$ cat config.mk
export PLATFORM = sky130hd
export DESIGN_NAME = asc_ser_div
export DESIGN_NICKNAME = d
export VERILOG_FILES = /design/src/design/asc_pkg.sv /design/src/design/asc_ser_div.sv
export SDC_FILE = /design/constraint.sdc
export NUM_CORES = 1
export LEC_CHECK = 0
export BUFFER_PORTS_ARGS = -buffer_cell sky130_fd_sc_hd__clkbuf_2
export CAP_MARGIN = 20
export CORE_MARGIN = 2
export CORE_UTILIZATION = 53
export CTS_BUF_LIST = sky130_fd_sc_hd__clkbuf_4
export DETAILED_ROUTE_END_ITERATION = 7
export PLACE_DENSITY_LB_ADDON = 0.25
export SYNTH_ARGS = -nofsm -noshare
export SYNTH_HDL_FRONTEND = slang
export SYNTH_SLANG_ARGS = --single-unit
$ cat constraint.sdc
create_clock -name i_clk -period 9.2 [get_ports i_clk]
set_input_delay 0.46 -clock i_clk [delete_from_list [all_inputs] [get_ports i_clk]]
set_output_delay 0.46 -clock i_clk [all_outputs]
set_load 0.01 [all_outputs]
$ cat src/design/asc_pkg.sv
// Shared widths, codes, constants and helper functions for the ADC supply
// and temperature calibrator. No dependencies.
package asc_pkg;

    localparam int RAW_WINDOW_DEF  = 10;
    localparam int CALC_WINDOW_DEF = 60;

    localparam int SAMPLE_W  = 12;
    localparam int SUPPLY_W  = 54;
    localparam int TEMP_W    = 32;
    localparam int WORD_W    = 64;
    localparam int MUL_B_W   = 32;

    localparam logic [31:0] NV_PER_CNT = 32'd805664;
    localparam logic [31:0] SUPPLY_NV  = 32'd3300000000;

    // request kinds on the input tuser
    localparam logic REQ_SAMPLE = 1'b0;
    localparam logic REQ_UPDATE = 1'b1;

    // result status codes
    localparam logic [1:0] ST_OK     = 2'd0;
    localparam logic [1:0] ST_NOSAMP = 2'd1;
    localparam logic [1:0] ST_DIV0   = 2'd2;

    // configuration register indexes
    localparam logic [1:0] CFG_VREF_CAL = 2'd0;
    localparam logic [1:0] CFG_TEMP_LOW = 2'd1;
    localparam logic [1:0] CFG_TEMP_HIGH = 2'd2;

    localparam logic [11:0] VREF_CAL_RST  = 12'd1489;
    localparam logic [11:0] TEMP_LOW_RST  = 12'd1775;
    localparam logic [11:0] TEMP_HIGH_RST = 12'd1348;

    typedef struct packed {
        logic              start;
        logic              sgn;
        logic [WORD_W-1:0] num;
        logic [WORD_W-1:0] den;
    } t_div_req;

    typedef struct packed {
        logic               start;
        logic [WORD_W-1:0]  a;
        logic [MUL_B_W-1:0] b;
    } t_mul_req;

    function automatic logic [15:0] sat16(input logic [WORD_W-1:0] v);
        logic [15:0] r;
        r = (v > 64'd65535) ? 16'hFFFF : v[15:0];
        return r;
    endfunction

    function automatic logic [31:0] sat32(input logic signed [WORD_W-1:0] v);
        logic [31:0] r;
        if (v > 64'sd2147483647) begin
            r = 32'h7FFF_FFFF;
        end else if (v < -64'sd2147483648) begin
            r = 32'h8000_0000;
        end else begin
            r = v[31:0];
        end
        return r;
    endfunction

endpackage

$ cat src/design/asc_ser_div.sv
// Restoring divider, one quotient bit per cycle, with optional sign handling.
// Depends on asc_pkg.
module asc_ser_div (
    input  logic                        i_clk,
    input  logic                        i_rst_n,
    input  asc_pkg::t_div_req           i_req,
    output logic [asc_pkg::WORD_W-1:0]  o_quot,
    output logic                        o_done
);
    import asc_pkg::*;

    logic              r_run;
    logic              r_fix;
    logic              r_done;
    logic [5:0]        r_cnt;
    logic [WORD_W:0]   r_rem;
    logic [WORD_W-1:0] r_q;
    logic [WORD_W-1:0] r_den;
    logic              r_neg;
    logic [WORD_W:0]   w_shift;
    logic [WORD_W+1:0] w_diff;
    logic              w_ge;
    logic              w_num_neg;
    logic              w_den_neg;

    assign w_shift   = {r_rem[WORD_W-1:0], r_q[WORD_W-1]};
    assign w_diff    = {1'b0, w_shift} - {2'b00, r_den};
    assign w_ge      = ~w_diff[WORD_W+1];
    assign w_num_neg = i_req.sgn & i_req.num[WORD_W-1];
    assign w_den_neg = i_req.sgn & i_req.den[WORD_W-1];

    always_ff @(posedge i_clk) begin
        if (!i_rst_n) begin
            r_run  <= 1'b0;
            r_fix  <= 1'b0;
            r_done <= 1'b0;
            r_cnt  <= '0;
        end else begin
            r_done <= 1'b0;
            if (i_req.start) begin
                r_run <= 1'b1;
                r_cnt <= '0;
            end else if (r_run) begin
                r_cnt <= r_cnt + 6'd1;
                if (r_cnt == 6'd63) begin
                    r_run <= 1'b0;
                    r_fix <= 1'b1;
                end
            end else if (r_fix) begin
                r_fix  <= 1'b0;
                r_done <= 1'b1;
            end
        end
    end

    always_ff @(posedge i_clk) begin
        if (i_req.start) begin
            r_rem <= '0;
            r_q   <= w_num_neg ? -i_req.num : i_req.num;
            r_den <= w_den_neg ? -i_req.den : i_req.den;
            r_neg <= w_num_neg ^ w_den_neg;
        end else if (r_run) begin
            r_rem <= w_ge ? w_diff[WORD_W:0] : w_shift;
            r_q   <= {r_q[WORD_W-2:0], w_ge};
        end else if (r_fix) begin
            r_q <= r_neg ? -r_q : r_q;
        end
    end

    assign o_quot = r_q;
    assign o_done = r_done;

endmodule

### Word level (Yosys, flattened, before mapping)

Cells that the tools add are included.

* add/sub/neg operators: 5
* equality and inequality tests: 2
* mux-type cells: 13
* bitwise gates (word level): 6
* reductions and logical operators: 6

Operator list (number)
* 64-bit two-way mux: 7
* 64-bit negator: 3
* 65-bit by 64-bit subtractor with 66-bit output: 1
* 6-bit by 1-bit adder with 6-bit output (second input constant): 1
* 6-bit == test (second input constant): 1
* 1-bit two-way mux: 6
* 3-bit nonzero test: 2
* 2-bit AND reduction: 2
* 1-bit inverter: 3
* 3-bit OR reduction: 1
* 1-bit bitwise AND: 2
* 2-bit by 1-bit inequality test with 1-bit output (second input constant): 1
* 2-bit OR reduction: 1
* 1-bit XOR: 1

* bits in registers: 202
* bits of input ports: 132
* output and inout port bits: 65
* word-level logic and storage cells: 40

### Depth between registers and ports, before layout

* word-level depth: 5
* depth in mapped cells: 16
* depth with buffers taken out: 14

### Worst setup path before layout

Ideal clock, no wire load.

* kind: reg-to-reg
* from: register r_den[21]
* to: register r_rem[2]
* library setup time: 0.062 ns
* arrival: 3.415 ns
* required time: 9.138 ns
* path slack: 5.723 ns
* cell stages (with the launch flop): 16
* path buffers: 2
* period minus slack after synthesis: 3.477 ns
* cells stage by stage: edfxtp_1 inv_1 ha_1 buf_2 nand4_1 or2_0 or4_1 a21o_1 and3_4 o31ai_4 a21oi_2 o211ai_2 nand2_1 buf_2 or4_1 nand3_1

* cells in the longest elaborated chain, start to end: 2

Ends and longest elaborated chain
* start: declaration: RTL line asc_ser_div.sv:18 `logic [WORD_W-1:0] r_den;`
* start signal: assignment: RTL line asc_ser_div.sv:60 `r_den <= w_den_neg ? -i_req.den : i_req.den;`
* 65-bit by 64-bit subtractor with 66-bit output: RTL line asc_ser_div.sv:27 `assign w_diff = {1'b0, w_shift} - {2'b00, r_den};`
* 64-bit two-way mux: RTL line asc_ser_div.sv:63 `r_rem <= w_ge ? w_diff[WORD_W:0] : w_shift;`
* end signal: assignment: RTL line asc_ser_div.sv:63
* end: declaration: RTL line asc_ser_div.sv:16 `logic [WORD_W:0] r_rem;`

No other way between the ends.
A chain may end at the register's enable or synchronous reset.

### Worst setup path after layout

Ends and elaborated chain as after synthesis.

==> impl_metrics.py <==
metrics = {
    "sta": {
        "hold_viol_final": 0,
        "finalCritPeriodShare_pct": 51.75,
        "max-slew-margin-rel_pct": 28.29,
        "fmax_mhz": 210.0,
        "finalSetupViolations": 0,
        "slew_violations": 0,
        "min_period_ps": 4761,
        "finClkSkew_ps": 52.89,
        "rsz0062_at_grt": "false",
        "tightest_slew_ps": 1076,
        "fin_ws_ps": 4439,
        "tns_ps": 0,
    },
    "worst_setup_path": {
        "arrival_ps": 5400,
        "endpoint_kind": "flip-flop",
        "critPathBufInv": 1,
        "cpPeakStageDelay_ps": 730,
        "start_kind": "flip-flop",
        "criticalPathCategory": "flip-flop to flip-flop",
        "required_ps": 9840,
        "crit_chain": "inv_1, ha_1, nand4_1, or2_0, or4_1, a21o_1, and3_4, o31ai_4, a21oi_2, o211ai_2, nand2_4, or4_1, nand3_1",
        "crit_top_cell": "or4_1",
        "critical_path.top_delay_family": "simple AND/OR/NAND/NOR gates",
        "cpMaxStageDelayCell": "or4_1",
        "cp_max_fo": 77,
    },
    "global_routing": {
        "grt_pass1_wl_mm": 72.75,
        "grt_start_max_net_pins": 98,
        "grt_pass1_vias": 14770,
        "antenna_found_initial": 1,
        "overflow": 0,
        "grt_usage_pct": 28.38,
    },
    "synthesis": {
        "syn_nets": 2163,
        "synth.area.top_cells": "edfxtp_1 (24%), dfxtp_1 (9.1%), xnor2_1 (5.5%)",
        "synth-async-reset-ratio_pct": 0,
        "netlist_instances": 1962,
        "synthDistinctLibCells": 73,
        "avgSynthCellArea_um2": 8.161,
        "ys_seq_area_share_pct": 33.32,
        "synth_seq_cells": 202,
        "synth_top_area_cell": "edfxtp_1",
        "synth_top_area_share_pct": 24.19,
        "netlist_area_um2": 16010,
        "synth_flop_cell": "edfxtp_1",
        "synth_edf_count": 129,
        "yosysWarnings": 0,
    },
    "routing": {
        "viasPerCell": 6.054,
        "drc": 0,
        "drt_first_iter_violations": 1332,
        "wl_per_cell_um": 17.89,
        "via_count": 15580,
        "totalWireLength_mm": 46.03,
        "dr.pass1.iters": 5,
        "ant_nets": 0,
    },
    "placement": {
        "dp_hpwl_mm": 33.48,
        "place.gp.congestion": 0.9224,
        "numPortBuffers": 196,
        "dpl_worst_slack_ps": 4466,
        "placed_cell_area_um2": 17250,
    },
    "cells_and_area": {
        "layout_common_cells": "nor2_1 (202), clkbuf_2 (195), a21oi_1 (164), nand2_1 (158), edfxtp_1 (129)",
        "design_area_um2": 17990,
        "fin_nets": 2337,
        "drive_gt1_share_pct": 15.22,
        "area_growth_pct": 12.37,
        "layout_commonest_cell": "nor2_1",
    },
    "pwr": {
        "power_frac_seq_pct": 42.4,
        "p_switching_uw": 933.4,
        "power_density_nw_per_um2": 151.2,
        "clkPwrFrac_pct": 31.1,
        "comb_power_share_pct": 26.5,
        "p_int_uw": 1787,
        "leakage_uw": 0.007627,
        "ir_drop_mv": 0.09747,
        "swShare_pct": 34.31,
        "p_total_uw": 2720,
    },
    "clock_tree": {
        "cts_buffer_depth": 3,
        "clockRootBuffer": "clkbuf_4",
        "htreeDepth": 2,
        "clk_latency_ps": 700,
        "cts_resized": 0,
        "clk_pin_slew_ps": 60,
        "cts_tree": "built",
        "cts_num_sinks": 202,
        "post-cts-setup-buffers": 0,
        "cts_buffers": 56,
        "cts_hold_buf": 1,
    },
    "hold_path": {
        "hold_class": "primary input to flip-flop",
    },
    "die": {
        "io_pins": 197,
        "start_util_pct": 53.88,
        "die_x_um": 177.8,
        "core_um2": 29720,
        "die_h_um": 177.8,
        "fp-row-count": 63,
        "die_area_um2": 31620,
    },
    "run": {
        "maxCapViolations": 0,
    },
    "outcome": {
        "status": "complete, no violations",
    },
}
==> stage by stage <==
stage / utilization [%] / instances / hold WS [ps]
after floorplan: - / 1962 / 435.4
after global placement: 58.06 / 2467 / 451.5
after detailed placement: 58.06 / 2467 / 467.3
after CTS: 60.54 / 2572 / 16.14
after global routing: 60.55 / 2573 / 31.56
final: 60.55 / 2573 / 56.70
==> cells in the mapped netlist (39+ instances only) <==
cell type / instances
nor2_1: 204
a21oi_1: 164
nand2_1: 160
edfxtp_1: 129
o21ai_0: 128
inv_1: 108
xnor2_1: 100
xor2_1: 100
clkbuf_1: 76
nor3_1: 74
dfxtp_1: 73
ha_1: 68
nand3_1: 60
a211oi_1: 54
a21o_1: 39
mux2i_1: 39
==> power groups by stage <==
stage / combinational [uW] / clock (uW) / sequential, uW
after global placement: 696 / 0 / 1170
after floorplan: 483 / 0 / 1160
after detailed placement: 708 / 0 / 1170
after global routing: 799 / 906 / 1170
final: 720 / 846 / 1150
after CTS: 713 / 864 / 1150
==> cell type report <==
type | count | area [um2]
Multi-Input combinational cell | 1554 | 9910
Inverter | 109 | 409.1
Fill cell | 2731 | 11720
Timing Repair Buffer | 213 | 1117
Clock buffer | 89 | 668.1
Tap cell | 390 | 488.0
Clock inverter | 15 | 60.06
Sequential cell | 202 | 5339
Antenna cell | 1 | 2.502
==> routing by layer <==
layer  part of all wire (%)  up-vias  global-route usage, %  wire length [um]
met5                      0        -                      0                 0
met4                    2.8        0                  10.18              1308
met3                    8.5       92                  4.627              3919
met2                     45      648                  47.22             20930
met1                     43     7253                  37.18             19880
li1                       -     7583                      -                 -
==> final timing paths <==
check,slack (ps),from,depth (start not counted),end
setup / recovery,4440,r_den[21],13,r_rem[2]
hold reg to reg,490,r_rem[63],2,r_rem[63]
setup reg to reg,4440,r_den[21],13,r_rem[2]
hold / removal,60,i_req[0],1,r_den[0]
==> worst reg2reg max path, stage by stage, from the launching register on <==
cell,delay (ps)
edfxtp_1,320
inv_1,40
ha_1,410
nand4_1,220
or2_0,290
or4_1,500
a21o_1,170
and3_4,200
o31ai_4,290
a21oi_2,160
o211ai_2,540
nand2_4,720
or4_1,760
nand3_1,80
==> cell families after synthesis <==
kind of cell	synth area share [%]
and+or+nand+nor	20.46
muxes	2.438
DFF	33.32
adders and majority gates	5.438
AOI/OAI and AO/OA	22.51
buffers and inverters	4.891
xor gates and xnor gates	10.94
==> flip-flops by register name (all words and copies together), names as in the netlist <==
name	count
o_done	1
r_den	64
r_fix	1
o_quot	64
r_neg	1
r_cnt	6
r_run	1
r_rem	64
Note: power is estimated with default switching activity, not from simulation.
