===== src/design/asc_pkg.sv =====
// Shared widths, codes, constants and helper functions for the ADC supply
// and temperature calibrator. No dependencies.
package asc_pkg;

    localparam int RAW_WINDOW_DEF  = 10;
    localparam int CALC_WINDOW_DEF = 60;

    localparam int SAMPLE_W  = 12;
    localparam int SUPPLY_W  = 54;
    localparam int TEMP_W    = 32;
    localparam int WORD_W    = 64;
    localparam int MUL_B_W   = 32;

    localparam logic [31:0] NV_PER_CNT = 32'd805664;
    localparam logic [31:0] SUPPLY_NV  = 32'd3300000000;

    // request kinds on the input tuser
    localparam logic REQ_SAMPLE = 1'b0;
    localparam logic REQ_UPDATE = 1'b1;

    // result status codes
    localparam logic [1:0] ST_OK     = 2'd0;
    localparam logic [1:0] ST_NOSAMP = 2'd1;
    localparam logic [1:0] ST_DIV0   = 2'd2;

    // configuration register indexes
    localparam logic [1:0] CFG_VREF_CAL = 2'd0;
    localparam logic [1:0] CFG_TEMP_LOW = 2'd1;
    localparam logic [1:0] CFG_TEMP_HIGH = 2'd2;

    localparam logic [11:0] VREF_CAL_RST  = 12'd1489;
    localparam logic [11:0] TEMP_LOW_RST  = 12'd1775;
    localparam logic [11:0] TEMP_HIGH_RST = 12'd1348;

    typedef struct packed {
        logic              start;
        logic              sgn;
        logic [WORD_W-1:0] num;
        logic [WORD_W-1:0] den;
    } t_div_req;

    typedef struct packed {
        logic               start;
        logic [WORD_W-1:0]  a;
        logic [MUL_B_W-1:0] b;
    } t_mul_req;

    function automatic logic [15:0] sat16(input logic [WORD_W-1:0] v);
        logic [15:0] r;
        r = (v > 64'd65535) ? 16'hFFFF : v[15:0];
        return r;
    endfunction

    function automatic logic [31:0] sat32(input logic signed [WORD_W-1:0] v);
        logic [31:0] r;
        if (v > 64'sd2147483647) begin
            r = 32'h7FFF_FFFF;
        end else if (v < -64'sd2147483648) begin
            r = 32'h8000_0000;
        end else begin
            r = v[31:0];
        end
        return r;
    endfunction

endpackage


===== src/design/asc_ser_mul.sv =====
// Shift-add multiplier, one multiplier bit per cycle, product kept to 64 bits.
// Depends on asc_pkg.
module asc_ser_mul (
    input  logic                        i_clk,
    input  logic                        i_rst_n,
    input  asc_pkg::t_mul_req           i_req,
    output logic [asc_pkg::WORD_W-1:0]  o_prod,
    output logic                        o_done
);
    import asc_pkg::*;

    logic               r_run;
    logic               r_done;
    logic [4:0]         r_cnt;
    logic [WORD_W-1:0]  r_a;
    logic [MUL_B_W-1:0] r_b;
    logic [WORD_W-1:0]  r_acc;

    always_ff @(posedge i_clk) begin
        if (!i_rst_n) begin
            r_run  <= 1'b0;
            r_done <= 1'b0;
            r_cnt  <= '0;
        end else begin
            r_done <= 1'b0;
            if (i_req.start) begin
                r_run <= 1'b1;
                r_cnt <= '0;
            end else if (r_run) begin
                r_cnt <= r_cnt + 5'd1;
                if (r_cnt == 5'd31) begin
                    r_run  <= 1'b0;
                    r_done <= 1'b1;
                end
            end
        end
    end

    always_ff @(posedge i_clk) begin
        if (i_req.start) begin
            r_a   <= i_req.a;
            r_b   <= i_req.b;
            r_acc <= '0;
        end else if (r_run) begin
            if (r_b[0]) begin
                r_acc <= r_acc + r_a;
            end
            r_a <= {r_a[WORD_W-2:0], 1'b0};
            r_b <= {1'b0, r_b[MUL_B_W-1:1]};
        end
    end

    assign o_prod = r_acc;
    assign o_done = r_done;

endmodule


===== config.mk =====
export PLATFORM = sky130hd
export DESIGN_NAME = asc_ser_mul
export DESIGN_NICKNAME = d
export VERILOG_FILES = /design/src/design/asc_pkg.sv /design/src/design/asc_ser_mul.sv
export SDC_FILE = /design/constraint.sdc
export NUM_CORES = 1
export LEC_CHECK = 0
export BUFFER_PORTS_ARGS = -buffer_cell sky130_fd_sc_hd__buf_2
export CORE_AREA = 2 2 135 137
export DETAILED_ROUTE_END_ITERATION = 6
export DIE_AREA = 0 0 137 139
export GPL_TIMING_DRIVEN = 0
export HOLD_SLACK_MARGIN = 0.08
export PLACE_DENSITY = 0.82
export SETUP_SLACK_MARGIN = 0.1
export SYNTH_ARGS = -nofsm -noshare
export SYNTH_HDL_FRONTEND = slang
export SYNTH_SLANG_ARGS = --single-unit

===== constraint.sdc =====
create_clock -name i_clk -period 4.5 [get_ports i_clk]
set_input_delay 0.675 -clock i_clk [delete_from_list [all_inputs] [get_ports i_clk]]
set_output_delay 0.675 -clock i_clk [all_outputs]
set_load 0.05 [all_outputs]

Word level (Yosys, flattened, before mapping)
Cells that the tools add are included.

Register bits: 167.

Bitwise logic cells: 2. Equality and inequality tests: 1. Reductions and logical operators: 4. Mux-type cells: 8. Add/sub/neg operators: 2.

Operators with widths (count): 64-bit 2-to-1 mux (2); 64-bit adder (1); 32-bit 2-to-1 mux (2); 5-bit by 1-bit adder with 5-bit output (second input constant) (1); 5-bit == test (second input constant) (1); 1-bit 2-to-1 mux (4); 3-bit OR reduction (1); 1-bit inverter (2); 2-bit AND reduction (1); 2-bit nonzero test (1); 2-bit OR reduction (1).

Logic depth before layout (Yosys ltp)
Word-level depth: 4. Depth in mapped cells: 12.

Worst setup path after synthesis
OpenSTA, ideal clock, no wires.

Path kind: register to register. From: reg r_acc[0], in the netlist o_prod[0]. To: reg r_acc[56], in the netlist o_prod[56]. Path buffers: 0. Slack: 1.511 ns. Data required time: 4.377 ns. Stages on the path, launching flop included: 13. Arrival: 2.867 ns. Cells stage by stage: dfxtp_1 -> ha_1 -> fa_1 -> a211oi_1 -> nor2_2 -> o21ai_1 -> a211oi_2 -> o211ai_1 -> a22oi_2 -> a221oi_2 -> o21bai_1 -> xnor2_1 -> o21ai_1.

Word-level cells in the longest chain between the ends: 1.

Ends and longest elaborated chain: start: declaration (line asc_ser_mul.sv:17) `logic [WORD_W-1:0] r_acc;`; start signal: assignment (line asc_ser_mul.sv:46) `r_acc <= r_acc + r_a;`; 64-bit adder (line asc_ser_mul.sv:46).

Every way passes these cells. A chain may end at the register's enable or synchronous reset.

Final worst setup path
From: reg r_a[0]. To: reg r_acc[60], in the netlist o_prod[60].

Word-level cells in the longest chain between the ends: 1.

Ends and longest elaborated chain: start: declaration (line asc_ser_mul.sv:15) `logic [WORD_W-1:0] r_a;`; start signal: assignment (line asc_ser_mul.sv:41) `r_a <= i_req.a;`; start signal: assignment (line asc_ser_mul.sv:48) `r_a <= {r_a[WORD_W-2:0], 1'b0};`; 64-bit adder (line asc_ser_mul.sv:46).

Every way passes these cells.

==> flow_results.org <==
** Layout
- After routing the design area is 0.0121 mm^2.
- After the last flow step, the layout net total stands at 1,400.
- Final Non-Filler Cells :: 1,478
- Layout area overhead :: 16.9%
- The post-route netlist has 26.6% of its cells at a drive strength greater than 1.

** Clocking
- Clk Latency, worst-skew pair :: 0.44 ns
- Cell at the root of the clock tree :: sky130_fd_sc_hd__clkbuf_16
- Register clock-pin slew on the reported worst setup and hold paths :: 0.08 ns
- Clock tree synthesis found a total of 167 sinks.
- TritonCTS built the clock tree.
- The H-tree was split into 4 levels.
- The number of setup buffers added after CTS is 0.
- Quantity of gates resized following cts :: 0
- Clock tree synthesis inserted a total of 17 buffers.
- The clock passes through at most 2 buffers.
- Count of hold buffers inserted by post-cts repair :: 0

** Global routing
- The number of global-route vias before repair is 8,702.
- The number of antenna violations at the first check in global routing was 2.
- In the global route stage, met3 resource usage came out at 5.52%.
- For this run, global-route usage on met1 was measured as 35.0%.
- Global routing used 46.8% of the available met2 tracks.
- Global routing used 27.7% of the available tracks across all layers.
- Entering global routing, the biggest net connects 56 pins.
- The total overflow left after global routing is 0.
- First-pass GRT wire length :: 42,100 um
- Most congested layer reported by global routing :: met2

** Power
- Post-layout power :: 0.00466 W
- Total power per unit cell area :: 386 mW/mm^2
- Cell leakage power :: 5.11 nW
- Peak supply drop :: 345 uV

** Run
- The tool flagged a number of max-cap violations equal to 0.

** Critical path
- STA classifies the critical path endpoint as a flop.
- Crit path DAT :: 3.76 ns
- Category of the critical setup timing path :: flop to flop
- STA puts the critical path data required time at 4.80 ns.
- Kind of start point of the critical path :: flop
- Largest driver fanout on the critical path :: 5
- Measured in cells, the most critical reg-to-reg path has a length of 12.

** Logic synthesis
- Yosys printed 0 warnings.
- Part of the Yosys area used for sequential elements :: 41.6%
- Post-Synth Simple-Gate Area :: 13.6%
- The synthesized netlist devotes 18.3% of its cell area to compound gates.
- The synthesized design spends more area on one cell type than any other, namely sky130_fd_sc_hd__edfxtp_1.
- Average cell area after synthesis :: 9.83 um^2
- Commonest register cell after synthesis :: sky130_fd_sc_hd__edfxtp_1
- Yosys mapped a number of flops with a built-in enable equal to 96.
- Portion of netlist area occupied by mux cells :: 10.5%
- The number of nets in the synthesized netlist is 1,217.
- For this run, asynchronously set or reset flops after synthesis account for 0%.
- Of the total synthesized cell area, the portion taken by full adders, half adders and majority gates is 8.06%.
- Combinational family with the most area after synthesis :: compound AO/OA/AOI/OAI gates
- Number of distinct library cells after synthesis :: 83
- Dominant cells by area after synthesis :: sky130_fd_sc_hd__edfxtp_1 28%, sky130_fd_sc_hd__dfxtp_1 14%, sky130_fd_sc_hd__mux2_2 10%
- Summing the areas of all xor and xnor instances in the mapped netlist gives 4.83% of the synthesized area.
- Synthesis inferred 167 register bits.
- Share of the synthesized area in the top cell type :: 27.9%
- Synthesis produced 1,052 cells.
- Cell Area, Synth :: 0.0103 mm^2

** Floorplan
- Width of the die :: 137 um
- DIE HEIGHT :: 139 um
- The initialized floorplan defines 49 standard-cell rows.
- The die covers 0.0190 mm^2.
- The total area inside the core boundary comes to 0.0177 mm^2.
- Initial Utilization :: 58.5%
- I/O pin count :: 164

** Timing
- Setup violations remaining at the end of the flow were counted as 0.
- The total count of max-transition violations in the final report was 0.
- Top achievable clock speed :: 289 MHz
- Unrepaired setup endpoints after global routing :: no
- Post-route clock period utilization :: 76.8%
- Measured against its own limit, the worst slew margin works out to 42.8%.
- In the final timing run, aggregate negative setup slack is 0 ns.
- The worst path in the final design needs a cycle of 3.46 ns, including I/O delays and setup.
- Least-Margin Pin Slew :: 0.859 ns
- The hold violation total from the final report was 0.
- For the final database, setup skew stands at 0.0136 ns.

** Hold path
- Counting instances, the worst hold path has a depth of 2.
- Min-Delay Path Class :: flop to flop

** Detailed routing
- Vias/cell :: 5.94
- After detailed routing, the average wire length per cell comes to 17.9 um.
- After detailed routing, the number of remaining DRC violations is 0.
- For this block, the initial DRC count from the detailed router was 530.
- The first detailed-routing pass took 6 iterations.
- Detail Route Antenna Nets :: 0
- Wires add up to 26,400 um.
- The routed layout has 8,786 vias.

** Placed design
- During placement, the flow inserted port buffers numbering 163.
- Detailed placement finished with a half-perimeter wire length of 19,800 um.
- The congestion estimate from routability-driven global placement came to 0.935.
- Counting tap cells, the placed design contains a total of 1,445 instances.
- The placed instances occupy a cell area of 0.0115 mm^2.

** Run status
- Run status :: complete, no violations
==> metrics by stage <==
step                      utilization, %  hold slack (ns)  worst slack (ns)
final                               68.5            0.475              1.04
after global routing                68.5            0.489             0.822
after CTS                           68.4            0.475              1.04
after detailed placement            65.0            0.463              1.09
after global placement              64.8            0.452             0.350
after floorplan                        -            0.467              1.51
==> registers in the layout, indices dropped and copies added (netlist names) <==
| signal | count |
|---|---|
| r_b | 32 |
| o_prod | 64 |
| r_run | 1 |
| o_done | 1 |
| r_a | 64 |
| r_cnt | 5 |
==> path summary, 6_finish.rpt <==
check	startpoint	slack, ns	endpoint
min	o_prod[55]$_SDFFE_PP0P_	0.48	o_prod[55]$_SDFFE_PP0P_
min reg2reg	o_prod[55]$_SDFFE_PP0P_	0.48	o_prod[55]$_SDFFE_PP0P_
max	r_a[0]$_SDFFCE_PN0P_	1.04	o_prod[60]$_SDFFE_PP0P_
max reg2reg	r_a[0]$_SDFFCE_PN0P_	1.04	o_prod[60]$_SDFFE_PP0P_
==> cell type report <==
| type | count | area (um^2) |
|---|---|---|
| antenna | 1 | 2.50 |
| buffer | 62 | 263 |
| clock buffer | 17 | 425 |
| clock inverter | 15 | 191 |
| fill | 1433 | 5570 |
| inverter | 14 | 52.6 |
| multi-input combinational | 809 | 5720 |
| sequential | 167 | 4300 |
| tap | 229 | 287 |
| timing repair buffer | 164 | 843 |
==> critical path, stage by stage (launching register included) <==
cell and delay (ns):
sky130_fd_sc_hd__edfxtp_1 0.40, sky130_fd_sc_hd__ha_1 0.24, sky130_fd_sc_hd__fa_1 0.43, sky130_fd_sc_hd__a211oi_1 0.30, sky130_fd_sc_hd__nor2_2 0.11, sky130_fd_sc_hd__o21ai_1 0.23, sky130_fd_sc_hd__a211oi_2 0.14, sky130_fd_sc_hd__o211ai_1 0.43
sky130_fd_sc_hd__a22oi_2 0.15, sky130_fd_sc_hd__a221oi_2 0.47, sky130_fd_sc_hd__o31ai_2 0.16, sky130_fd_sc_hd__xnor2_1 0.16, sky130_fd_sc_hd__o21ai_1 0.08
==> synth_stat cells (3+ instances only) <==
cell	n
sky130_fd_sc_hd__and4_1	3
sky130_fd_sc_hd__buf_1	13
sky130_fd_sc_hd__nor2b_1	6
sky130_fd_sc_hd__xnor2_1	39
sky130_fd_sc_hd__a211o_1	3
sky130_fd_sc_hd__nor3b_1	3
sky130_fd_sc_hd__nor4_1	5
sky130_fd_sc_hd__nor3_1	5
sky130_fd_sc_hd__xor2_1	18
sky130_fd_sc_hd__and2_1	6
sky130_fd_sc_hd__o31ai_1	3
sky130_fd_sc_hd__o21bai_1	7
sky130_fd_sc_hd__o211ai_1	8
sky130_fd_sc_hd__a31oi_1	8
sky130_fd_sc_hd__nand2b_1	7
sky130_fd_sc_hd__nand2_1	151
sky130_fd_sc_hd__a21oi_1	109
sky130_fd_sc_hd__a21o_1	34
sky130_fd_sc_hd__o21a_1	12
sky130_fd_sc_hd__nand4_1	26
sky130_fd_sc_hd__inv_1	13
sky130_fd_sc_hd__edfxtp_1	96
sky130_fd_sc_hd__a41oi_1	3
sky130_fd_sc_hd__o21ai_1	26
sky130_fd_sc_hd__o21ai_0	23
sky130_fd_sc_hd__ha_1	65
sky130_fd_sc_hd__dfxtp_1	71
sky130_fd_sc_hd__nor2_1	45
sky130_fd_sc_hd__and3_1	8
sky130_fd_sc_hd__a21boi_0	3
sky130_fd_sc_hd__buf_2	17
sky130_fd_sc_hd__mux2_2	94
sky130_fd_sc_hd__nand3_1	20
sky130_fd_sc_hd__a211oi_1	10
sky130_fd_sc_hd__mux2i_1	3
sky130_fd_sc_hd__or4_1	3
sky130_fd_sc_hd__clkbuf_1	30
==> layout by cell type (no fill, tap or decap), drive strengths merged, types with 4 or more instances in the layout <==
cell    count
nor3        7
nand2b      7
ha         65
o21a       13
a21boi      4
and3        8
clkbuf     48
a21o       34
a21oi     111
o21ai      49
a211oi     11
o31ai       6
edfxtp     96
xnor2      39
clkinv      9
nand3      20
a31oi      10
and2        6
nor4        6
dfxtp      71
nand4      26
xor2       18
nand2     151
nor2b       6
inv        20
o211ai      9
mux2       94
o21bai      9
buf       195
nor2       46
==> cells by family after synthesis <==
group / after synthesis
adder cells (fa/ha/maj): 66
multiplexers: 97
AO/OA/AOI/OAI: 288
XOR/XNOR: 57
flip-flops: 167
buffers and inverters: 76
AND/OR/NAND/NOR: 301
==> power by group <==
part	total, W	switching [W]	internal, W
combinational	0.00129	0.000809	0.000478
sequential	0.00188	0.0000943	0.00178
clock	0.00150	0.000738	0.000759
total	0.00466	0.00164	0.00302
==> layer usage <==
metal,part of all wire [%],vias up
li1,-,4257
met1,43,4191
met2,49,282
met3,5.9,54
met4,2.3,2
met5,0.042,-
No activity file was read; power rests on OpenSTA's default activity.
