**src/design/asc_pkg.sv**
```systemverilog
// Shared widths, codes, constants and helper functions for the ADC supply
// and temperature calibrator. No dependencies.
package asc_pkg;

    localparam int RAW_WINDOW_DEF  = 10;
    localparam int CALC_WINDOW_DEF = 60;

    localparam int SAMPLE_W  = 12;
    localparam int SUPPLY_W  = 54;
    localparam int TEMP_W    = 32;
    localparam int WORD_W    = 64;
    localparam int MUL_B_W   = 32;

    localparam logic [31:0] NV_PER_CNT = 32'd805664;
    localparam logic [31:0] SUPPLY_NV  = 32'd3300000000;

    // request kinds on the input tuser
    localparam logic REQ_SAMPLE = 1'b0;
    localparam logic REQ_UPDATE = 1'b1;

    // result status codes
    localparam logic [1:0] ST_OK     = 2'd0;
    localparam logic [1:0] ST_NOSAMP = 2'd1;
    localparam logic [1:0] ST_DIV0   = 2'd2;

    // configuration register indexes
    localparam logic [1:0] CFG_VREF_CAL = 2'd0;
    localparam logic [1:0] CFG_TEMP_LOW = 2'd1;
    localparam logic [1:0] CFG_TEMP_HIGH = 2'd2;

    localparam logic [11:0] VREF_CAL_RST  = 12'd1489;
    localparam logic [11:0] TEMP_LOW_RST  = 12'd1775;
    localparam logic [11:0] TEMP_HIGH_RST = 12'd1348;

    typedef struct packed {
        logic              start;
        logic              sgn;
        logic [WORD_W-1:0] num;
        logic [WORD_W-1:0] den;
    } t_div_req;

    typedef struct packed {
        logic               start;
        logic [WORD_W-1:0]  a;
        logic [MUL_B_W-1:0] b;
    } t_mul_req;

    function automatic logic [15:0] sat16(input logic [WORD_W-1:0] v);
        logic [15:0] r;
        r = (v > 64'd65535) ? 16'hFFFF : v[15:0];
        return r;
    endfunction

    function automatic logic [31:0] sat32(input logic signed [WORD_W-1:0] v);
        logic [31:0] r;
        if (v > 64'sd2147483647) begin
            r = 32'h7FFF_FFFF;
        end else if (v < -64'sd2147483648) begin
            r = 32'h8000_0000;
        end else begin
            r = v[31:0];
        end
        return r;
    endfunction

endpackage

```
**src/design/asc_raw_win.sv**
```systemverilog
// One sliding window of 12-bit conversions with a running sum.
// Depends on asc_pkg.
module asc_raw_win #(
    parameter int  RAW_WINDOW = asc_pkg::RAW_WINDOW_DEF,
    localparam int SLOT_W = (RAW_WINDOW > 1) ? $clog2(RAW_WINDOW) : 1,
    localparam int RSUM_W = asc_pkg::SAMPLE_W + $clog2(RAW_WINDOW + 1)
) (
    input  logic                          i_clk,
    input  logic                          i_rst_n,
    input  logic                          i_push,
    input  logic                          i_full,
    input  logic [SLOT_W-1:0]             i_slot,
    input  logic [asc_pkg::SAMPLE_W-1:0]  i_data,
    input  logic                          i_ok,
    output logic [RSUM_W-1:0]             o_sum
);
    import asc_pkg::*;

    logic [SAMPLE_W-1:0] r_win [RAW_WINDOW];
    logic [RSUM_W-1:0]   r_sum;
    logic [SAMPLE_W-1:0] w_new;

    // a failed conversion repeats the newest entry once full, else zero
    always_comb begin
        if (i_ok) begin
            w_new = i_data;
        end else if (i_full) begin
            w_new = r_win[RAW_WINDOW-1];
        end else begin
            w_new = '0;
        end
    end

    always_ff @(posedge i_clk) begin
        if (i_push) begin
            if (i_full) begin
                for (int i = 0; i < RAW_WINDOW - 1; i++) begin
                    r_win[i] <= r_win[i+1];
                end
                r_win[RAW_WINDOW-1] <= w_new;
            end else begin
                for (int i = 0; i < RAW_WINDOW; i++) begin
                    if (i_slot == SLOT_W'(i)) begin
                        r_win[i] <= w_new;
                    end
                end
            end
        end
    end

    always_ff @(posedge i_clk) begin
        if (!i_rst_n) begin
            r_sum <= '0;
        end else if (i_push) begin
            if (i_full) begin
                r_sum <= r_sum - RSUM_W'(r_win[0]) + RSUM_W'(w_new);
            end else begin
                r_sum <= r_sum + RSUM_W'(w_new);
            end
        end
    end

    assign o_sum = r_sum;

endmodule

```
**config.mk**
```make
export PLATFORM = sky130hd
export DESIGN_NAME = asc_raw_win
export DESIGN_NICKNAME = d
export VERILOG_FILES = /design/src/design/asc_pkg.sv /design/src/design/asc_raw_win.sv
export SDC_FILE = /design/constraint.sdc
export NUM_CORES = 1
export LEC_CHECK = 0
export BUFFER_PORTS_ARGS = -buffer_cell sky130_fd_sc_hd__buf_4
export CAP_MARGIN = 25
export CELL_PAD_IN_SITES_DETAIL_PLACEMENT = 2
export CELL_PAD_IN_SITES_GLOBAL_PLACEMENT = 2
export CORE_UTILIZATION = 44
export DETAILED_ROUTE_END_ITERATION = 6
export GPL_TIMING_DRIVEN = 0
export PLACE_DENSITY = 0.83
export SYNTH_ARGS = -nofsm -noshare
export SYNTH_HDL_FRONTEND = slang
export SYNTH_SLANG_ARGS = --single-unit
```
**constraint.sdc**
```tcl
create_clock -name i_clk -period 4.9 [get_ports i_clk]
set_clock_uncertainty 0.15 [all_clocks]
set_input_delay 0.245 -clock i_clk [delete_from_list [all_inputs] [get_ports i_clk]]
set_output_delay 0.245 -clock i_clk [all_outputs]
set_load 0.05 [all_outputs]
```
Yosys cells after proc, flatten, opt, wreduce, memory -nomap -nowiden
Memory sizes are Yosys's and may differ from the RTL's.
Cells that the tools add are included.

word-level totals
  input bits = 21
  memories = 1
  latch bits = 0
  memory bits (read-only) = 0
  word-level logic and storage cells = 81
  register bits = 16
  output and inout bits = 16
  bits in writable memories = 120

memory list
  memory  words  bits a word  read ports  clocked after Yosys merged registers in  write ports  RTL line           source
  r_win   10     12           10          0                                        10           asc_raw_win.sv:19  logic [SAMPLE_W-1:0] r_win [RAW_WINDOW];

cells by class
  order comparisons = 0
  bitwise operators = 10
  muxes and demuxes = 56
  div/mod/pow operators = 0
  eq/ne operators = 9
  reduce and logical (&&, ||, !) cells = 1
  $add $sub $neg = 3
  multiply operators = 0
  shift operators = 0

operators with widths
  operator            number
  $mux 12             12
  $mux 1              43
  $add 16x12->16      2
  $eq 4x3->1 const B  4
  $mux 16             1
  $sub 16x12->16      1
  $or 1x1->1          10
  $eq 4x2->1 const B  2
  $eq 4x4->1 const B  2
  $eq 4x1->1 const B  1
  $logic_not 4->1     1

Longest topological paths before layout
Gate-level depths: netlist (run 1).

  depth after elaboration = 6
  depth in mapped cells = 16
  depth with buffers taken out = 13

Worst setup path after synthesis (run 1)
No wires, ideal clock.

  path type = in2reg
  start point = input port i_full
  end point = register r_sum[8] (netlist: o_sum[8])
  arrival = 3.181 ns
  data required time = 4.634 ns
  setup time = 0.116 ns
  path buffers = 3
  slack = 1.453 ns
  cell stages on the path = 15
  path through = buf_4 > inv_8 > nor2_1 > buf_2 > a22oi_1 > clkbuf_1 > fa_1 > inv_1 > fa_1 > a21o_1 > a22oi_1 > nor2b_1 > o21ai_1 > xor2_1 > o211a_1

on the way
  longest elaborated chain between the ends = 4
  elaborated cells on any way between the ends = 5
  those cells by class = add/sub (2); mux (3)

RTL lines
  element                            RTL line                              source
  from (decl)                        asc_raw_win.sv:11                     input logic i_full,
  $mux 12                            asc_raw_win.sv:27                     end else if (i_full) begin
  $mux 12                            asc_raw_win.sv:25                     if (i_ok) begin
  $add 16x12->16 (on tied branches)  asc_raw_win.sv:58, asc_raw_win.sv:56
  $mux 16 (*)                        asc_raw_win.sv:55                     if (i_full) begin
  to (signal assigned)               asc_raw_win.sv:56                     r_sum <= r_sum - RSUM_W'(r_win[0]) + RSUM_W'(w_new);
  to (signal assigned)               asc_raw_win.sv:58                     r_sum <= r_sum + RSUM_W'(w_new);
  to (decl)                          asc_raw_win.sv:20                     logic [RSUM_W-1:0] r_sum;

Every way passes the cells marked *; elsewhere a longest branch is shown, timed or not.
A chain may end at the register's enable or synchronous reset.

==> results of run 1 <==
-- cell families after synthesis --
family	Yosys count	share of synthesized area, %
AND/OR/NAND/NOR	227	13.36
AO/OA/AOI/OAI	215	17.27
flip-flops	136	52.39
buffers and inverters	96	5.312
adder cells (fa/ha/maj)	43	8.486
XOR/XNOR	18	2.105
multiplexers	8	1.069
-- sequential cells by signal (all words and copies together) (netlist names) --
signal,count
r_win,120
o_sum,16
-- placed cells by master, fill, tap and decap left out, types with 3 or more instances in the layout --
cell       count
a21o_1         6
a21oi_1       47
a211oi_1       9
ha_1          30
nand3_1        6
nor2b_1        7
o21ai_0       63
and2_1         3
a22oi_1       12
fa_1          13
nor3_1         9
nand2b_1       4
edfxtp_1     120
nand2_1      116
and3_1         7
inv_6          5
clkbuf_1      30
nand4_1        3
buf_4         38
a31oi_1        3
buf_2          6
clkinv_4       3
o21a_1         6
or3_1          4
o21ai_1       38
clkbuf_16     17
xor2_1         9
nor2_1        57
dfxtp_1       16
mux2i_1        8
xnor2_1        9
inv_1         52
o22ai_1        4
-- metrics by stage --
stage	power, mW	utilization, %	setup slack [ns]
5_1_grt	3.858	52.08	0.5951
2_1_floorplan	2.033	-	1.453
4_1_cts	3.706	52.04	0.6691
6_report	3.750	52.08	0.6640
3_5_place_dp	2.362	48.41	0.3504
3_3_place_gp	2.282	48.41	0.5407
-- critical path: stages (launching register included) --
cell and delay (ns):
edfxtp_1 0.41, a22oi_1 0.37, clkbuf_1 0.78, fa_1 0.56
inv_1 0.07, ha_1 0.31, a21oi_1 0.32, o21ai_0 0.18
a221oi_1 0.32, o21ai_1 0.16, mux2i_1 0.17, a2111oi_2 0.33
-- cell type report --
cell class	instances	area, um2	share of cell area [%]
inverter	53	206.4	2.390
clock buffer	17	425.4	4.925
sequential	136	3924	45.43
multi-input combinational	511	3168	36.68
buffer	43	191.4	2.216
tap	220	275.3	3.187
clock inverter	15	166.4	1.927
timing repair buffer	37	280.3	3.245
-- cell usage after synthesis (12+ instances only) --
library cell / number
a21oi_1: 47
a22oi_1: 12
clkbuf_1: 30
dfxtp_1: 16
edfxtp_1: 120
fa_1: 13
ha_1: 30
inv_1: 52
nand2_1: 116
nor2_1: 57
o21ai_0: 63
o21ai_1: 38
-- metal layers --
layer / wire [um] / share of wire, % / vias to the layer above / GRT usage (%)
met5: 0 / 0 / - / 0
met2: 15030 / 52 / 191 / 58.54
li1: - / - / 2758 / -
met3: 1308 / 4.6 / 75 / 8.774
met4: 1122 / 3.9 / 0 / 15.77
met1: 11210 / 39 / 3186 / 36.27
-- final timing paths --
path	startpoint	endpoint	cells past startpoint
max	r_win[0][118]	o_sum[15]	11
min	i_full	o_sum[15]	3
min reg2reg	r_win[0][91]	r_win[0][79]	2
max reg2reg	r_win[0][118]	o_sum[15]	11
-- power groups by stage --
stage                     registers [mW]  clock network (mW)  logic (mW)
final                               1.41                1.35       0.985
after global routing                1.42                1.39        1.05
after CTS                           1.41                1.34       0.959
after detailed placement            1.43                   0       0.932
after global placement              1.42                   0       0.859
after floorplan                     1.47                   0       0.561
==> impl_metrics.env, run 1 <==
export IMPL_cts_hold_buf=1
export IMPL_post_drt_wl_per_cell_um=27.78
export IMPL_dp_hpwl_um=19330
export IMPL_p_sw_mw=1.322
export IMPL_leakage_nw=3.557
export IMPL_synth_nets=807
export IMPL_ys_flop_type="edfxtp_1"
export IMPL_syn2layout_area_growth_pct=15.32
export IMPL_grt_max_degree=17
export IMPL_path_max_fanout=10
export IMPL_cts_sinks=136
export IMPL_whs_ns=0.04262
export IMPL_worst_pin_slew_ns=0.9805
export IMPL_fp_dieW_um=132.5
export IMPL_final_cells=1032
export IMPL_final_area_mm2=0.008637
export IMPL_path_class="flip-flop to flip-flop"
export IMPL_ys_warn_count=0
export IMPL_cts_tree="built"
export IMPL_internal_power_mw=2.429
export IMPL_dr_pass1_iters=5
export IMPL_grt_pass1_vias=6849
export IMPL_critPathCaptureType="flip-flop"
export IMPL_routabilityCongestion=0.8395
export IMPL_finalHoldViolations=0
export IMPL_cts_buffers=17
export IMPL_setup_tns_final_ns=0
export IMPL_swShare_pct=35.24
export IMPL_power_frac_seq_pct=37.7
export IMPL_cts_setup_buffers=0
export IMPL_antenna_found_initial=0
export IMPL_hp_class="input port to flip-flop"
export IMPL_cts_root_buf="clkbuf_16"
export IMPL_num_rows=47
export IMPL_nNetsFinal=863
export IMPL_p_per_area_mw_per_mm2=434.2
export IMPL_ctsResizeCount=0
export IMPL_fin_crit_ns=4.236
export IMPL_die_area_mm2=0.01755
export IMPL_drive_gt1_share_pct=12.07
export IMPL_power_share_clock_pct=36.0
export IMPL_clk_pin_slew_ns=0.07
export IMPL_first_iter_violations=528
export IMPL_ios=37
export IMPL_arrival_ns=4.44
export IMPL_finalSetupViolations=0
export IMPL_netlist_area_leader_share_pct=48.11
export IMPL_cts_htree_levels=4
export IMPL_clock_path_buffers=2
export IMPL_antenna_cells=0
export IMPL_cp_required_ns=5.10
export IMPL_synth_area_top_cells="edfxtp_1, nand2_1, ha_1, dfxtp_1, o21ai_0"
export IMPL_p_comb_share_pct=26.3
export IMPL_critPathLaunchType="flip-flop"
export IMPL_grt_pass1_wl_um=41210
export IMPL_finalCritPeriodShare_pct=86.45
export IMPL_dp_cells=998
export IMPL_place_area_mm2=0.008028
export IMPL_antenna_left=0
export IMPL_synth_area_mm2=0.007490
export IMPL_ys_ff_latch=136
export IMPL_async_flop_share_pct=0
export IMPL_netlist_instances=743
export IMPL_synth_cell_types=64
export IMPL_via_per_inst=6.017
export IMPL_synth_top_area_cell="edfxtp_1"
export IMPL_ir_drop_mv=0.2627
export IMPL_coreArea_mm2=0.01658
export IMPL_grt_use_total_pct=32.85
export IMPL_drv_slew=0
export IMPL_clk_latency_ns=0.45
export IMPL_seq_area_frac_synth_pct=52.39
export IMPL_rsz0062_at_grt="false"
export IMPL_drv_cap=0
export IMPL_wl_um=28670
export IMPL_nFillCells=1724
export IMPL_die_height_um=132.5
export IMPL_vias=6210
export IMPL_synth_edf_count=120
export IMPL_slew_headroom_pct=34.63
export IMPL_status="complete, no violations"
export IMPL_drc=0
export IMPL_grt_ovfl_total=0
export IMPL_port_buffers=35
export IMPL_avgSynthCellArea_um2=10.08
export IMPL_initial_core_util_pct=45.16
export IMPL_regToRegSetupSlack_ns=0.66
export IMPL_max_freq_ghz=0.2361
Note: power is estimated with default switching activity, not from simulation.
==> inputs of run 2 (changes only) <==
--- a/config.mk
+++ b/config.mk
@@ -11,7 +11,6 @@
 export CELL_PAD_IN_SITES_GLOBAL_PLACEMENT = 2
 export CORE_UTILIZATION = 44
 export DETAILED_ROUTE_END_ITERATION = 6
-export GPL_TIMING_DRIVEN = 0
 export PLACE_DENSITY = 0.83
 export SYNTH_ARGS = -nofsm -noshare
 export SYNTH_HDL_FRONTEND = slang
==> impl_metrics.env, run 2 (synthesis gave the netlist of run 1 again) <==
export IMPL_status="complete, no violations"
export IMPL_cts_buffers=17
export IMPL_finalHoldViolations=0
export IMPL_multi_input_area_mm2=0.003168
export IMPL_grt_pass1_vias=6737
export IMPL_final_common_cell="edfxtp_1"
export IMPL_leakage_nw=3.503
export IMPL_cts_sinks=136
export IMPL_grt_max_degree=32
export IMPL_cts_htree_levels=4
export IMPL_critPathCaptureType="flip-flop"
export IMPL_finalCritPeriodShare_pct=79.35
export IMPL_top_register="r_win"
export IMPL_port_buffers=36
export IMPL_final_cells=1003
export IMPL_regArea_mm2=0.003924
export IMPL_cts_tree="built"
export IMPL_largest_register_ffs=120
export IMPL_finalWorstSetupSlack_ns=1.012
export IMPL_fp_dieW_um=132.5
export IMPL_arrival_ns=4.05
export IMPL_drc=0
export IMPL_drive_gt1_share_pct=12.77
export IMPL_worst_pin_slew_ns=0.9284
export IMPL_vias=6015
export IMPL_r2r_start="r_win[0][117]"
export IMPL_antenna_found_initial=1
export IMPL_clock_path_buffers=2
export IMPL_cp_required_ns=5.06
export IMPL_hp_class="input port to flip-flop"
export IMPL_num_rows=47
export IMPL_coreArea_mm2=0.01658
export IMPL_drv_cap=0
export IMPL_syn2layout_area_growth_pct=13.75
export IMPL_nFillCells=1728
export IMPL_antenna_cells=0
export IMPL_dp_hpwl_um=18500
export IMPL_clk_pin_slew_ns=0.07
export IMPL_setup_tns_final_ns=0
export IMPL_die_height_um=132.5
export IMPL_final_cell_mix="edfxtp_1, nand2_1, o21ai_0"
export IMPL_grt_ovfl_total=0
export IMPL_grt_use_total_pct=32.85
export IMPL_nNetsFinal=834
export IMPL_max_freq_ghz=0.2572
export IMPL_cp_startpoint="i_full"
export IMPL_ios=37
export IMPL_min_from="i_data[11]"
export IMPL_place_ws_ns=0.7003
export IMPL_clk_latency_ns=0.45
export IMPL_fin_crit_ns=3.888
export IMPL_cts_root_buf="clkbuf_16"
export IMPL_antenna_left=0
export IMPL_path_class="input port to flip-flop"
export IMPL_post_drt_wl_per_cell_um=27.12
export IMPL_slew_headroom_pct=37.93
export IMPL_dp_cells=968
export IMPL_first_iter_violations=495
export IMPL_grt_pass1_wl_um=41550
export IMPL_dr_pass1_iters=5
export IMPL_initial_core_util_pct=45.16
export IMPL_die_area_mm2=0.01755
export IMPL_via_per_inst=5.997
export IMPL_critPathLaunchType="input port"
export IMPL_rsz0062_at_grt="false"
export IMPL_p_per_area_mw_per_mm2=427.2
export IMPL_ctsResizeCount=0
export IMPL_ir_drop_mv=0.2867
export IMPL_path_max_fanout=19
export IMPL_finalSetupViolations=0
export IMPL_drv_slew=0
export IMPL_p_total_mw=3.639
export IMPL_wl_um=27200
export IMPL_routabilityCongestion=0.8289
## run 2: changes by cell type in the layout (fill, tap and decap cells not counted), sizes merged
cell	delta
dlygate4sd3	+1
clkbuf	-33
clkinvlp	+1
bufinv	-2
inv	+1
buf	+3
## run 2: metal layers
| metal | global-route usage, % | part of all wire (%) |
|---|---|---|
| met1 | 39.97 | 41 |
| met4 | 14.11 | 3.6 |
| met5 | 0 | 0 |
| met3 | 7.280 | 5.1 |
| met2 | 56.11 | 50 |
## run 2: area by class of cell
type | count | share of cell area, %
inverters | 53 | 2.423
clock inverters | 15 | 1.557
multi-input cells | 511 | 37.19
clock buffers | 17 | 4.993
repair buffers | 51 | 4.553
flip-flops and latches | 136 | 46.06
well taps | 220 | 3.231
## run 2: final timing paths
check,slack (ns),cells past startpoint,end
hold reg to reg,0.39,2,r_win[0][34]
setup reg to reg,1.45,13,o_sum[15]
hold / removal,0.06,3,r_win[0][119]
setup / recovery,1.01,14,o_sum[13]
## run 2: stage by stage
step | util [%] | hold slack [ns] | instance area, um2
after CTS | 51.33 | 0.03764 | 8512
after detailed placement | 47.84 | 0.3729 | 7934
after floorplan | - | 0.2327 | 7490
final | 51.37 | 0.05503 | 8519
after global routing | 51.37 | 0.04761 | 8519
after global placement | 47.84 | 0.3579 | 7934
## run 2: worst max-delay path: stages
cell	delay (ns)
buf_4	0.25
inv_8	0.08
nor2_1	0.66
a22oi_1	0.18
buf_4	0.28
fa_1	0.53
inv_1	0.06
ha_1	0.39
o21ai_1	0.16
o21ai_0	0.35
a21boi_1	0.19
a21oi_1	0.30
mux2i_1	0.25
a31oi_1	0.11
## run 2: repair_timing
item / CTS / global route
hold buffers: 2 / 0
setup buffers: 0 / 0
hold endpoints to repair: 4 / 0
## run 2: power breakdown
part	internal, mW	switching, mW	total, mW
Clock	0.664	0.591	1.26
Sequential	1.34	0.0677	1.41
Combinational	0.332	0.643	0.975
